### src/hw/rtl/text_to_pixel_character_generator_core_macros.svh
// ----------------------------------------------------------------------------
// Assertion macros for the character generator
// Shared property forms; every user has clk and rst_n in scope.
// ----------------------------------------------------------------------------
`ifndef TEXT_TO_PIXEL_CHARACTER_GENERATOR_CORE_MACROS_SVH
`define TEXT_TO_PIXEL_CHARACTER_GENERATOR_CORE_MACROS_SVH

// same-cycle implication
`define TPCG_ASSERT_NOW(lbl, ante, cons, msg) \
  lbl: assert property (@(posedge clk) disable iff (!rst_n) (ante) |-> (cons)) else $error(msg);

// next-cycle implication
`define TPCG_ASSERT_NEXT(lbl, ante, cons, msg) \
  lbl: assert property (@(posedge clk) disable iff (!rst_n) (ante) |=> (cons)) else $error(msg);

// plain invariant
`define TPCG_ASSERT_ALWAYS(lbl, expr, msg) \
  lbl: assert property (@(posedge clk) disable iff (!rst_n) (expr)) else $error(msg);

`endif

### src/hw/rtl/tpcg_pkg.sv
// ----------------------------------------------------------------------------
// tpcg_pkg
// Constants, register codes and controller/datapath interface types.
// ----------------------------------------------------------------------------
package tpcg_pkg;

  localparam int GLYPH_STORE_DEPTH = 512;
  localparam int CELL_WIDTH        = 6;
  localparam int LINE_PITCH        = 10;

  localparam int XW = 12;
  localparam int YW = 11;
  localparam int CW = 8;   // color width
  localparam int GAW = 9;  // glyph_addr port width
  localparam int CFG_IW = 3;
  localparam int CFG_DW = 12;

  localparam int FIRST_CHAR   = 32;
  localparam int LAST_CHAR    = 127;
  localparam int GLYPH_COLS   = 5;
  localparam int GLYPH_ROWS   = 8;
  localparam int NEWLINE_CODE = 10;

  localparam logic OP_TEXT  = 1'b0;
  localparam logic OP_GLYPH = 1'b1;

  localparam logic [CFG_IW-1:0] REG_COLOR_LIMIT   = 3'd0;
  localparam logic [CFG_IW-1:0] REG_DEFAULT_COLOR = 3'd1;
  localparam logic [CFG_IW-1:0] REG_BLANK_COLOR   = 3'd2;
  localparam logic [CFG_IW-1:0] REG_CLIP_ENABLE   = 3'd3;
  localparam logic [CFG_IW-1:0] REG_CLIP_COLUMN   = 3'd4;

  localparam logic [CW-1:0] RST_COLOR_LIMIT   = 8'd7;
  localparam logic [CW-1:0] RST_DEFAULT_COLOR = 8'd7;
  localparam logic [CW-1:0] RST_BLANK_COLOR   = 8'd0;

  typedef struct packed {
    logic accept;    // take the input word
    logic col_load;  // fetch glyph column, restart row count
    logic col_adv;   // step to next cell column
    logic emit;      // load one pixel into the output register
    logic done;      // cell finished, advance cursor
  } tpcg_cmd_t;

  typedef struct packed {
    logic draw;      // word at input draws a cell
    logic col_end;   // all cell columns visited
    logic col_skip;  // column clipped away
    logic row_last;  // bottom row of column
    logic out_free;  // output register can take a pixel
  } tpcg_sts_t;

endpackage

### src/hw/rtl/text_to_pixel_character_generator_core.sv
// ----------------------------------------------------------------------------
// text_to_pixel_character_generator_core
// Character generator: text bytes in, pixel writes of a 5x8 font out.
// ----------------------------------------------------------------------------
// Glyph writes, color codes and newlines are taken in the idle state and
// start no cell walk. For a drawn character the sequencer visits each
// cell column in turn: it reads the glyph store for the column, then emits
// the 8 pixel words of that column, one per row, holding while the output
// is stalled; a clipped-away column is skipped. The output register lets the
// next input word be taken while the final pixel word still waits.
module text_to_pixel_character_generator_core #(
  parameter int GLYPH_STORE_DEPTH = tpcg_pkg::GLYPH_STORE_DEPTH,
  parameter int CELL_WIDTH        = tpcg_pkg::CELL_WIDTH,
  parameter int LINE_PITCH        = tpcg_pkg::LINE_PITCH
) (
  input  logic                              clk,
  input  logic                              rst_n,
  // configuration
  input  logic                              cfg_valid,
  output logic                              cfg_ready,
  input  logic [tpcg_pkg::CFG_IW-1:0]       cfg_index,
  input  logic [tpcg_pkg::CFG_DW-1:0]       cfg_data,
  // input words
  input  logic                              in_valid,
  output logic                              in_stall,
  input  logic                              in_opcode,
  input  logic [7:0]                        in_text_byte,
  input  logic                              in_start_of_text,
  input  logic signed [tpcg_pkg::XW-1:0]    in_origin_x,
  input  logic signed [tpcg_pkg::YW-1:0]    in_origin_y,
  input  logic [tpcg_pkg::GAW-1:0]          in_glyph_addr,
  input  logic [7:0]                        in_glyph_data,
  // pixel words
  output logic                              out_valid,
  input  logic                              out_stall,
  output logic signed [tpcg_pkg::XW-1:0]    out_pixel_x,
  output logic signed [tpcg_pkg::YW-1:0]    out_pixel_y,
  output logic [tpcg_pkg::CW-1:0]           out_pixel_color,
  output logic                              out_last
);

  tpcg_pkg::tpcg_cmd_t cmd;
  tpcg_pkg::tpcg_sts_t sts;

  assign cfg_ready = 1'b1;

  tpcg_ctrl u_ctrl (
    .clk      (clk),
    .rst_n    (rst_n),
    .in_valid (in_valid),
    .in_stall (in_stall),
    .sts      (sts),
    .cmd      (cmd)
  );

  tpcg_dp #(
    .GLYPH_STORE_DEPTH (GLYPH_STORE_DEPTH),
    .CELL_WIDTH        (CELL_WIDTH),
    .LINE_PITCH        (LINE_PITCH)
  ) u_dp (
    .clk              (clk),
    .rst_n            (rst_n),
    .cfg_we           (cfg_valid & cfg_ready),
    .cfg_index        (cfg_index),
    .cfg_data         (cfg_data),
    .in_opcode        (in_opcode),
    .in_text_byte     (in_text_byte),
    .in_start_of_text (in_start_of_text),
    .in_origin_x      (in_origin_x),
    .in_origin_y      (in_origin_y),
    .in_glyph_addr    (in_glyph_addr),
    .in_glyph_data    (in_glyph_data),
    .out_valid        (out_valid),
    .out_stall        (out_stall),
    .out_pixel_x      (out_pixel_x),
    .out_pixel_y      (out_pixel_y),
    .out_pixel_color  (out_pixel_color),
    .out_last         (out_last),
    .cmd              (cmd),
    .sts              (sts)
  );

endmodule

### src/hw/rtl/tpcg_ctrl.sv
// ----------------------------------------------------------------------------
// tpcg_ctrl
// Sequencer: accepts one word, then for a drawn character walks cell columns and rows.
// ----------------------------------------------------------------------------
module tpcg_ctrl (
  input  logic                clk,
  input  logic                rst_n,
  input  logic                in_valid,
  output logic                in_stall,
  input  tpcg_pkg::tpcg_sts_t sts,
  output tpcg_pkg::tpcg_cmd_t cmd
);

  typedef enum logic [1:0] {
    ST_IDLE,
    ST_COL,
    ST_ROW
  } state_t;

  state_t state_r, state_nxt;

  assign in_stall = (state_r != ST_IDLE);

  always_comb begin
    state_nxt = state_r;
    cmd       = '0;
    unique case (state_r)
      ST_IDLE: begin
        if (in_valid) begin
          cmd.accept = 1'b1;
          if (sts.draw) state_nxt = ST_COL;
        end
      end
      ST_COL: begin
        if (sts.col_end) begin
          cmd.done  = 1'b1;
          state_nxt = ST_IDLE;
        end else if (sts.col_skip) begin
          cmd.col_adv = 1'b1;
        end else begin
          cmd.col_load = 1'b1;
          state_nxt    = ST_ROW;
        end
      end
      ST_ROW: begin
        if (sts.out_free) begin
          cmd.emit = 1'b1;
          if (sts.row_last) begin
            cmd.col_adv = 1'b1;
            state_nxt   = ST_COL;
          end
        end
      end
      default: state_nxt = ST_IDLE;
    endcase
  end

  always_ff @(posedge clk) begin
    if (!rst_n) begin
      state_r <= ST_IDLE;
    end else begin
      state_r <= state_nxt;
    end
  end

  `include "text_to_pixel_character_generator_core_macros.svh"

  `TPCG_ASSERT_ALWAYS(a_cmd_onehot, $onehot0({cmd.accept, cmd.col_load, cmd.emit, cmd.done}), "conflicting commands")
  `TPCG_ASSERT_NOW(a_emit_free, cmd.emit, sts.out_free, "pixel emitted into a full output register")
  `TPCG_ASSERT_NEXT(a_load_then_row, cmd.col_load, state_r == ST_ROW, "column fetch not followed by rows")

endmodule

### src/hw/rtl/tpcg_dp.sv
// ----------------------------------------------------------------------------
// tpcg_dp
// Config registers, cursor and color state, glyph store, pixel output register.
// ----------------------------------------------------------------------------
module tpcg_dp #(
  parameter int GLYPH_STORE_DEPTH = tpcg_pkg::GLYPH_STORE_DEPTH,
  parameter int CELL_WIDTH        = tpcg_pkg::CELL_WIDTH,
  parameter int LINE_PITCH        = tpcg_pkg::LINE_PITCH
) (
  input  logic                                clk,
  input  logic                                rst_n,
  // configuration
  input  logic                                cfg_we,
  input  logic [tpcg_pkg::CFG_IW-1:0]         cfg_index,
  input  logic [tpcg_pkg::CFG_DW-1:0]         cfg_data,
  // input word
  input  logic                                in_opcode,
  input  logic [7:0]                          in_text_byte,
  input  logic                                in_start_of_text,
  input  logic [tpcg_pkg::XW-1:0]             in_origin_x,
  input  logic [tpcg_pkg::YW-1:0]             in_origin_y,
  input  logic [tpcg_pkg::GAW-1:0]            in_glyph_addr,
  input  logic [7:0]                          in_glyph_data,
  // output word
  output logic                                out_valid,
  input  logic                                out_stall,
  output logic [tpcg_pkg::XW-1:0]             out_pixel_x,
  output logic [tpcg_pkg::YW-1:0]             out_pixel_y,
  output logic [tpcg_pkg::CW-1:0]             out_pixel_color,
  output logic                                out_last,
  // control
  input  tpcg_pkg::tpcg_cmd_t                 cmd,
  output tpcg_pkg::tpcg_sts_t                 sts
);

  localparam int AW = $clog2(GLYPH_STORE_DEPTH);
  localparam int KW = $clog2(CELL_WIDTH + 1);
  localparam int RW = $clog2(tpcg_pkg::GLYPH_ROWS);
  localparam int XW = tpcg_pkg::XW;
  localparam int YW = tpcg_pkg::YW;
  localparam int CW = tpcg_pkg::CW;

  // config
  logic [CW-1:0] color_limit_r, default_color_r, blank_color_r;
  logic          clip_en_r;
  logic [XW-1:0] clip_col_r;

  // text state
  logic [XW-1:0] cursor_x_r, cursor_x_nxt;
  logic [YW-1:0] cursor_y_r, cursor_y_nxt;
  logic [XW-1:0] line_x_r, line_x_nxt;
  logic [CW-1:0] color_r, color_nxt;
  logic [7:0]    ch_r;

  // cell walk
  logic [KW-1:0] k_r;
  logic [RW-1:0] row_r;
  logic [7:0]    col_bits_r;
  logic          col_glyph_r;

  logic [7:0]    glyph_mem [0:GLYPH_STORE_DEPTH-1];

  logic          out_valid_r;
  logic [XW-1:0] px_r;
  logic [YW-1:0] py_r;
  logic [CW-1:0] pc_r;
  logic          last_r;

  logic          is_color, is_newline;
  logic [XW-1:0] px;
  logic          ch_in_range;
  logic [7:0]    char_off;
  logic [tpcg_pkg::GAW-1:0] glyph_base;
  logic [AW-1:0] rd_addr;
  logic          pix_set;

  // ---- input decode ----
  assign is_color   = (in_text_byte <= color_limit_r);
  assign is_newline = (in_text_byte == 8'(tpcg_pkg::NEWLINE_CODE));

  always_comb begin
    cursor_x_nxt = cursor_x_r;
    cursor_y_nxt = cursor_y_r;
    line_x_nxt   = line_x_r;
    color_nxt    = color_r;
    if (in_start_of_text) begin
      cursor_x_nxt = in_origin_x;
      cursor_y_nxt = in_origin_y;
      line_x_nxt   = in_origin_x;
      color_nxt    = default_color_r;
    end
    if (is_color) begin
      color_nxt = in_text_byte;
    end else if (is_newline) begin
      cursor_x_nxt = line_x_nxt;
      cursor_y_nxt = cursor_y_nxt + YW'(LINE_PITCH);
    end
  end

  // ---- cell walk ----
  assign px          = cursor_x_r + XW'(k_r);
  assign ch_in_range = (int'(ch_r) >= tpcg_pkg::FIRST_CHAR) &&
                       (int'(ch_r) <= tpcg_pkg::LAST_CHAR);
  assign char_off    = ch_r - 8'(tpcg_pkg::FIRST_CHAR);
  assign glyph_base  = tpcg_pkg::GAW'(char_off) * tpcg_pkg::GAW'(tpcg_pkg::GLYPH_COLS);
  assign rd_addr     = AW'(glyph_base) + AW'(k_r);
  assign pix_set     = col_glyph_r && col_bits_r[row_r];

  assign sts.draw     = (in_opcode == tpcg_pkg::OP_TEXT) && !is_color && !is_newline;
  assign sts.col_end  = (int'(k_r) == CELL_WIDTH);
  assign sts.col_skip = clip_en_r && (px != clip_col_r);
  assign sts.row_last = (row_r == RW'(tpcg_pkg::GLYPH_ROWS - 1));
  assign sts.out_free = !out_valid_r || !out_stall;

  // ---- config ----
  always_ff @(posedge clk) begin
    if (!rst_n) begin
      color_limit_r   <= tpcg_pkg::RST_COLOR_LIMIT;
      default_color_r <= tpcg_pkg::RST_DEFAULT_COLOR;
      blank_color_r   <= tpcg_pkg::RST_BLANK_COLOR;
      clip_en_r       <= 1'b0;
      clip_col_r      <= '0;
    end else if (cfg_we) begin
      unique case (cfg_index)
        tpcg_pkg::REG_COLOR_LIMIT:   color_limit_r   <= cfg_data[CW-1:0];
        tpcg_pkg::REG_DEFAULT_COLOR: default_color_r <= cfg_data[CW-1:0];
        tpcg_pkg::REG_BLANK_COLOR:   blank_color_r   <= cfg_data[CW-1:0];
        tpcg_pkg::REG_CLIP_ENABLE:   clip_en_r       <= cfg_data[0];
        tpcg_pkg::REG_CLIP_COLUMN:   clip_col_r      <= cfg_data[XW-1:0];
        default: ;
      endcase
    end
  end

  // ---- text state and walk counters ----
  always_ff @(posedge clk) begin
    if (!rst_n) begin
      cursor_x_r <= '0;
      cursor_y_r <= '0;
      line_x_r   <= '0;
      color_r    <= tpcg_pkg::RST_DEFAULT_COLOR;
      k_r        <= '0;
      row_r      <= '0;
    end else begin
      if (cmd.accept && in_opcode == tpcg_pkg::OP_TEXT) begin
        cursor_x_r <= cursor_x_nxt;
        cursor_y_r <= cursor_y_nxt;
        line_x_r   <= line_x_nxt;
        color_r    <= color_nxt;
      end
      if (cmd.done) begin
        cursor_x_r <= cursor_x_r + XW'(CELL_WIDTH);
        k_r        <= '0;
      end else if (cmd.col_adv) begin
        k_r <= k_r + KW'(1);
      end
      if (cmd.col_load) begin
        row_r <= '0;
      end else if (cmd.emit) begin
        row_r <= row_r + RW'(1);
      end
    end
  end

  always_ff @(posedge clk) begin
    if (cmd.accept) ch_r <= in_text_byte;
  end

  // ---- glyph store ----
  always_ff @(posedge clk) begin
    if (cmd.accept && in_opcode == tpcg_pkg::OP_GLYPH &&
        int'(in_glyph_addr) < GLYPH_STORE_DEPTH) begin
      glyph_mem[AW'(in_glyph_addr)] <= in_glyph_data;
    end
  end

  // out-of-font chars and blank cell columns never use the read word
  always_ff @(posedge clk) begin
    if (cmd.col_load) begin
      col_glyph_r <= ch_in_range && (int'(k_r) < tpcg_pkg::GLYPH_COLS);
      if (ch_in_range && int'(k_r) < tpcg_pkg::GLYPH_COLS) begin
        col_bits_r <= glyph_mem[rd_addr];
      end
    end
  end

  // ---- output register ----
  always_ff @(posedge clk) begin
    if (!rst_n) begin
      out_valid_r <= 1'b0;
    end else if (cmd.emit) begin
      out_valid_r <= 1'b1;
    end else if (!out_stall) begin
      out_valid_r <= 1'b0;
    end
  end

  // with clipping at most one column of a cell can match
  always_ff @(posedge clk) begin
    if (cmd.emit) begin
      px_r   <= px;
      py_r   <= cursor_y_r + YW'(row_r);
      pc_r   <= pix_set ? color_r : blank_color_r;
      last_r <= sts.row_last && (clip_en_r || int'(k_r) == CELL_WIDTH - 1);
    end
  end

  assign out_valid       = out_valid_r;
  assign out_pixel_x     = px_r;
  assign out_pixel_y     = py_r;
  assign out_pixel_color = pc_r;
  assign out_last        = last_r;

  `include "text_to_pixel_character_generator_core_macros.svh"

  `TPCG_ASSERT_NEXT(a_rise_from_emit, !out_valid_r && !cmd.emit, !out_valid_r, "output word without emit")
  `TPCG_ASSERT_NEXT(a_last_bottom, cmd.emit && !sts.row_last, !last_r, "last flag above bottom row")
  `TPCG_ASSERT_NOW(a_emit_in_cell, cmd.emit, !sts.col_end, "pixel emitted past the last cell column")

endmodule
### config.mk
export PLATFORM = sky130hd
export DESIGN_NAME = text_to_pixel_character_generator_core
export DESIGN_NICKNAME = d
export VERILOG_FILES = /design/src/hw/rtl/tpcg_pkg.sv /design/src/hw/rtl/text_to_pixel_character_generator_core.sv /design/src/hw/rtl/tpcg_ctrl.sv /design/src/hw/rtl/tpcg_dp.sv
export VERILOG_INCLUDE_DIRS = /design/src /design/src/hw/rtl
export SDC_FILE = /design/constraint.sdc
export NUM_CORES = 2
export LEC_CHECK = 0
export BUFFER_PORTS_ARGS = -buffer_cell sky130_fd_sc_hd__buf_2
export CAP_MARGIN = 10
export CORE_MARGIN = 8
export CORE_UTILIZATION = 35
export DETAILED_ROUTE_END_ITERATION = 6
export PLACE_DENSITY = 0.56
export SYNTH_ARGS = -nofsm -noshare
export SYNTH_HDL_FRONTEND = slang
export SYNTH_HIERARCHICAL = 1
export SYNTH_SLANG_ARGS = --single-unit
### constraint.sdc
create_clock -name clk -period 3.95 [get_ports clk]
set_clock_uncertainty 0.15 [all_clocks]
set_input_delay 0.395 -clock clk [delete_from_list [all_inputs] [get_ports clk]]
set_output_delay 0.395 -clock clk [all_outputs]
set_load 0.005 [all_outputs]
After elaboration in Yosys (flattened, before gate mapping)
Memories as Yosys holds them, arrays and structs flattened. A register that Yosys moved wholly into a read port is not among the register bits.
Index checks and enable logic that the tools add are counted.
{"block": "classes", "eq_ne": 17, "magnitude_cmp": 5, "n_div": 0, "n_bitwise": 2, "shifts": 0, "addsub": 8, "mux": 37, "reduce_logical": 30, "mul": 1}
{"cell": "2-to-1 mux 12 bit", "n": 6}
{"cell": "2-to-1 mux 11 bit", "n": 3}
{"cell": "2-to-1 mux 8 bit", "n": 3}
{"cell": "2-to-1 mux 2 bit", "n": 8}
{"cell": "2-to-1 mux 1 bit", "n": 14}
{"cell": "AND reduction 2 bit", "n": 7}
{"cell": "adder 12 x 3 -> 12 bit", "n": 1}
{"cell": "adder 12 x 3 -> 12 bit (second input constant)", "n": 1}
{"cell": "!= test 12 bit", "n": 1}
{"cell": "adder 11 x 3 -> 11 bit", "n": 1}
{"cell": "adder 11 x 4 -> 11 bit (second input constant)", "n": 1}
{"cell": "adder 9 x 3 -> 9 bit", "n": 1}
{"cell": "equality test 3 x 2 -> 1 bit (second input constant)", "n": 3}
{"cell": "equality test 3 bit (second input constant)", "n": 3}
{"cell": "logical AND 1 bit", "n": 9}
{"cell": "multiplier 8 x 3 -> 9 bit (second input constant)", "n": 1}
{"cell": "equality test 8 x 4 -> 1 bit (second input constant)", "n": 1}
{"cell": ">= comparator 8 x 6 -> 1 bit (second input constant)", "n": 1}
{"cell": "<= comparator 8 x 7 -> 1 bit (second input constant)", "n": 1}
{"cell": "<= comparator 8 bit", "n": 1}
{"cell": "subtractor 8 x 6 -> 8 bit (second input constant)", "n": 1}
{"cell": "adder 3 x 1 -> 3 bit (second input constant)", "n": 2}
{"cell": "!= test 2 bit (second input constant)", "n": 3}
{"cell": "case mux 2 bit (3 select lines)", "n": 1}
{"cell": "17 further kinds", "n": 26}
{"block": "totals", "romBits": 0, "n_memories": 1, "regBits": 130, "latch_bits": 0, "out_inout_bits": 35, "mem_bits_rw": 4096}
{"name": "u_dp.glyph_mem", "words": 512, "word_bits": 8, "rd": 1, "rd_ports_with_merged_regs": 1, "write_ports": 1, "line_no": "tpcg_dp.sv:61", "rtl": "logic [7:0] glyph_mem [0:GLYPH_STORE_DEPTH-1];"}

Logic depth before layout (Yosys ltp)
{"block": "logic_depth", "word_depth": 7, "depth_mapped": 17, "depth_no_buf": 15}

Modules after synthesis
The synthesis kept the hierarchy.
{"mod": "tpcg_dp", "n_inst": 1, "area_per_inst_um2": 166096.8, "cells_each": 8562}
{"mod": "tpcg_ctrl", "n_inst": 1, "area_per_inst_um2": 215.2, "cells_each": 27}
{"mod": "text_to_pixel_character_generator_core", "n_inst": 1, "area_per_inst_um2": 11.3, "cells_each": 2}

Worst setup path after synthesis
OpenSTA, ideal clock, no wires.
{"block": "synth_timing", "path_type": "flip-flop to flip-flop", "from": "register u_dp.ch_r[5]", "to": "register u_dp.col_bits_r[3], read port of u_dp.glyph_mem (data pin)", "setup_slack_ps": 36, "t_required_ps": 3527, "period_less_slack_ps": 3914, "arrival_time_ps": 3491, "path_stages_with_launch": 18, "setup_ps": 273, "cell_sequence": "edfxtp_1 inv_1 ha_1 inv_1 ha_1 ha_1 ha_1 clkbuf_1 nand3_1 a21o_1 and3_1 clkbuf_1 nand3_1 clkbuf_1 nor3_1 or4_1 o22ai_1 mux2i_1"}
{"block": "synth_between", "elab_chain_len": 4}
{"element": "from (decl)", "line_no": "tpcg_dp.sv:53", "rtl": "logic [7:0] ch_r;"}
{"element": "from (signal assigned)", "line_no": "tpcg_dp.sv:166", "rtl": "if (cmd.accept) ch_r <= in_text_byte;"}
{"element": "branches (longest 4 deep; another with multiplier 8 x 3 -> 9 bit)"}
{"element": "to (decl)", "line_no": "tpcg_dp.sv:58", "rtl": "logic [7:0] col_bits_r;"}
Parallel ways; which one is timed is not known.
A chain may end at the register's enable or synchronous reset.

Final worst setup path
{"block": "layout_timing", "from": "register u_dp.ch_r[0]", "to": "register u_dp.col_bits_r[6], read port of u_dp.glyph_mem (data pin)"}
Same word-level chain as after synthesis.

==> flow_summary.json <==
{
  "rsz0062_at_grt": "true",
  "die_area_um2": 498000,
  "crit_fanout": 7,
  "slew_viol_final": 0,
  "grt_util_all_layers": 0.183,
  "p_int_mw": 85.2,
  "finalNetCount": 10100,
  "num_rows": 253,
  "drc_errors": 0,
  "final_core_util": 0.424,
  "worst_slew_pin_slew_ns": 1.23,
  "clkSlewWorstSetupHoldPaths_ns": 0.06,
  "synthMostInstantiatedCell": "edfxtp_1",
  "hp-class": "in -> reg",
  "drv_cap": 0,
  "syn_to_final_growth_pct": 20.8,
  "hpwl_um": 305000,
  "power_frac_seq": 0.409,
  "grt_pass1_wl_um": 673000,
  "boundaryPins": 105,
  "gp_congestion": 0.850,
  "crit_required_ns": 4.64,
  "setup_ws_ns": -0.568,
  "synthTopCellsByArea": "edfxtp_1 (75%), mux4_2 (10%), mux2i_1 (3.7%)",
  "grt-ovfl-total": 0,
  "cellLeakagePower_nw": 65.7,
  "die_h_um": 705,
  "cts.sinks": 4234,
  "place_ws_ns": -1.23,
  "vias": 90800,
  "portBuffers": 103,
  "startpoint_type": "flop",
  "yosysTopAreaCell": "edfxtp_1",
  "fill_cells": 40900,
  "routed_via_density": 5.48,
  "synth_flop_cell": "edfxtp_1",
  "synth_common_cells": "edfxtp_1 (4145), mux4_2 (745), mux2i_1 (613)",
  "switchingPower_mw": 36.2,
  "ys_seq_area_frac": 0.759,
  "cts_buffers": 425,
  "synthCells": 8591,
  "relSlewSlack": 0.180,
  "min_period_ns": 4.52,
  "drt_first_iter_violations": 10300,
  "crit_path_end_kind": "flop",
  "synth_edf_count": 4145,
  "crit_arrival_ns": 5.21,
  "worstSkewPairLatency_ns": 1.00,
  "syn_nets": 8710,
  "fin_crit_sh": 1.14,
  "min_delay_path_depth": 4,
  "antenna_left": 0,
  "fmax_ghz": 0.221,
  "async_reset_ff_frac": 0,
  "hold_viol": 0,
  "grt_max_degree": 152,
  "setup_viol": 8,
  "critPathKind": "reg -> reg",
  "switching_share": 0.298,
  "wl_per_cell_um": 28.7,
  "die_x_um": 705,
  "root_buffer": "clkbuf_16",
  "p_comb_frac": 0.261,
  "drive_above_1_share": 0.294,
  "violations": "setup timing",
  "outcome": "finished, violations left",
  "power_density_nw_per_um2": 604,
  "core_area_um2": 474000,
  "yosysWarnings": 6,
  "h-tree-depth": 5,
  "synth_seq_cells": 4234,
  "cts.path.max_buffers": 4,
  "antenna_found_initial": 26,
  "cts_tree": "built",
  "wirelength_um": 475000,
  "reg2reg_depth": 18,
  "synth_cell_types": 79,
  "syn_area_um2": 166000,
  "synth_top_area_share": 0.748,
  "peakVddDrop_uv": 608,
  "grt_pass1_vias": 90700,
  "power.clock.fraction": 0.330,
  "drt_pass1_iterations": 6,
  "start_util": 0.351,
  "syn_avg_cell_area_um2": 19.4
}
[placed cells by master, fill, tap and decap left out, drive strengths merged, types with 12 or more instances in the layout]
cell / instances
mux4: 751
nor3: 138
xor2: 16
nand3: 68
xnor2: 28
ha: 46
a211oi: 18
edfxtp: 4145
diode: 13
o211ai: 12
and3: 16
nor4: 21
or4: 21
nor2b: 22
inv: 50
a21oi: 237
buf: 1343
o22ai: 149
mux2: 12
bufinv: 42
clkinv: 212
a22oi: 215
dlygate4sd3: 109
o21ai: 46
nand2: 324
nor2: 596
clkbuf: 507
dfxtp: 89
mux2i: 613
clkinvlp: 19
o221ai: 287
[power by group through the flow]
stage	clock, mW	sequential [mW]	combinational, mW
final	40.0	49.6	31.7
after global placement	0	50.6	27.6
after floorplan	0	50.6	12.7
after CTS	40.7	49.6	30.3
after detailed placement	0	50.6	27.8
after global routing	42.4	49.6	32.8
[what timing repair did]
item                                    in CTS  in global routing
pin swaps                                   50                 88
hold buffers                               109                  0
buffers inserted                            42                 18
resized for setup                          202                177
gates cloned                                11                  3
hold endpoints to repair                  1126                  0
endpoints found under the setup margin       8                 20
[area by class of cell]
class | count | area [um2] | area share
flip-flops and latches | 4234 | 126000 | 0.628
diodes | 13 | 32.5 | 0.000162
repair buffers | 1462 | 13900 | 0.0693
clock buffers | 504 | 11000 | 0.0548
well taps | 6247 | 7820 | 0.0389
multi-input cells | 3770 | 39000 | 0.194
inverters | 40 | 153 | 0.000760
clock inverters | 283 | 2760 | 0.0137
[cell families (layout without fill, tap and decap cells)]
| logic type | after synthesis | in the layout | synth area share |
|---|---|---|---|
| other cells | 1 | 14 | 0.0000225 |
| simple gates | 1252 | 1252 | 0.0320 |
| flops | 4234 | 4234 | 0.759 |
| buf+inv | 587 | 2289 | 0.0178 |
| fa+ha+maj | 49 | 49 | 0.00382 |
| mux | 1376 | 1376 | 0.140 |
| xor+xnor | 44 | 44 | 0.00252 |
| compound gates | 1048 | 1048 | 0.0452 |
[state kept, by name, summed over array words and instances, names as in the netlist, 11 cells and up]
signal,cells
u_dp/line_x_r,12
u_dp/clip_col_r,12
u_dp/cursor_x_r,12
u_dp/cursor_y_r,11
u_dp/out_pixel_x,12
u_dp/out_pixel_y,11
u_dp/glyph_mem,4096
[routing by layer]
layer,share of wire,track usage,up-vias
met1,0.42,0.259,48100
met4,0.030,0.0528,2
met2,0.47,0.296,3765
met3,0.075,0.0267,656
li1,-,-,38200
met5,0.000025,0,-
[stage by stage]
stage	area [um2]	total power, mW	hold WS [ns]	cells	setup TNS (ns)
after global routing	201000	125	0.0582	16500	-4.49
final	201000	121	0.103	16600	-4.01
after detailed placement	183000	78.4	0.299	15600	-8.20
after floorplan	166000	63.3	0.283	8591	0
after CTS	200000	121	0.0000110	16500	-4.76
after global placement	183000	78.1	0.291	15600	-11.59
[worst paths after layout]
check / from / to / slack, ns
worst max-delay path: u_dp/ch_r[0] / u_dp/col_bits_r[6] / -0.57
worst min-delay path: in_origin_x[2] / u_dp/line_x_r[2] / 0.10
worst max register to register: u_dp/ch_r[0] / u_dp/col_bits_r[6] / -0.57
worst min register to register: u_dp/blank_color_r[0] / u_dp/blank_color_r[0] / 0.31
[critical path: stages (launching register included)]
cell and delay, ns:
edfxtp_1 0.45, ha_4 0.28, ha_4 0.26, inv_2 0.03
fa_4 0.51, xor2_4 0.23, buf_12 0.14, buf_12 0.14
buf_6 0.12, nor2_4 0.23, buf_8 0.18, buf_4 0.12
buf_6 0.09, a22oi_1 0.12, a211oi_4 0.37, nor3_4 0.11
o21ai_1 0.12, nand4_1 0.34, a211oi_2 0.34
No activity file was read; power rests on OpenSTA's default activity.
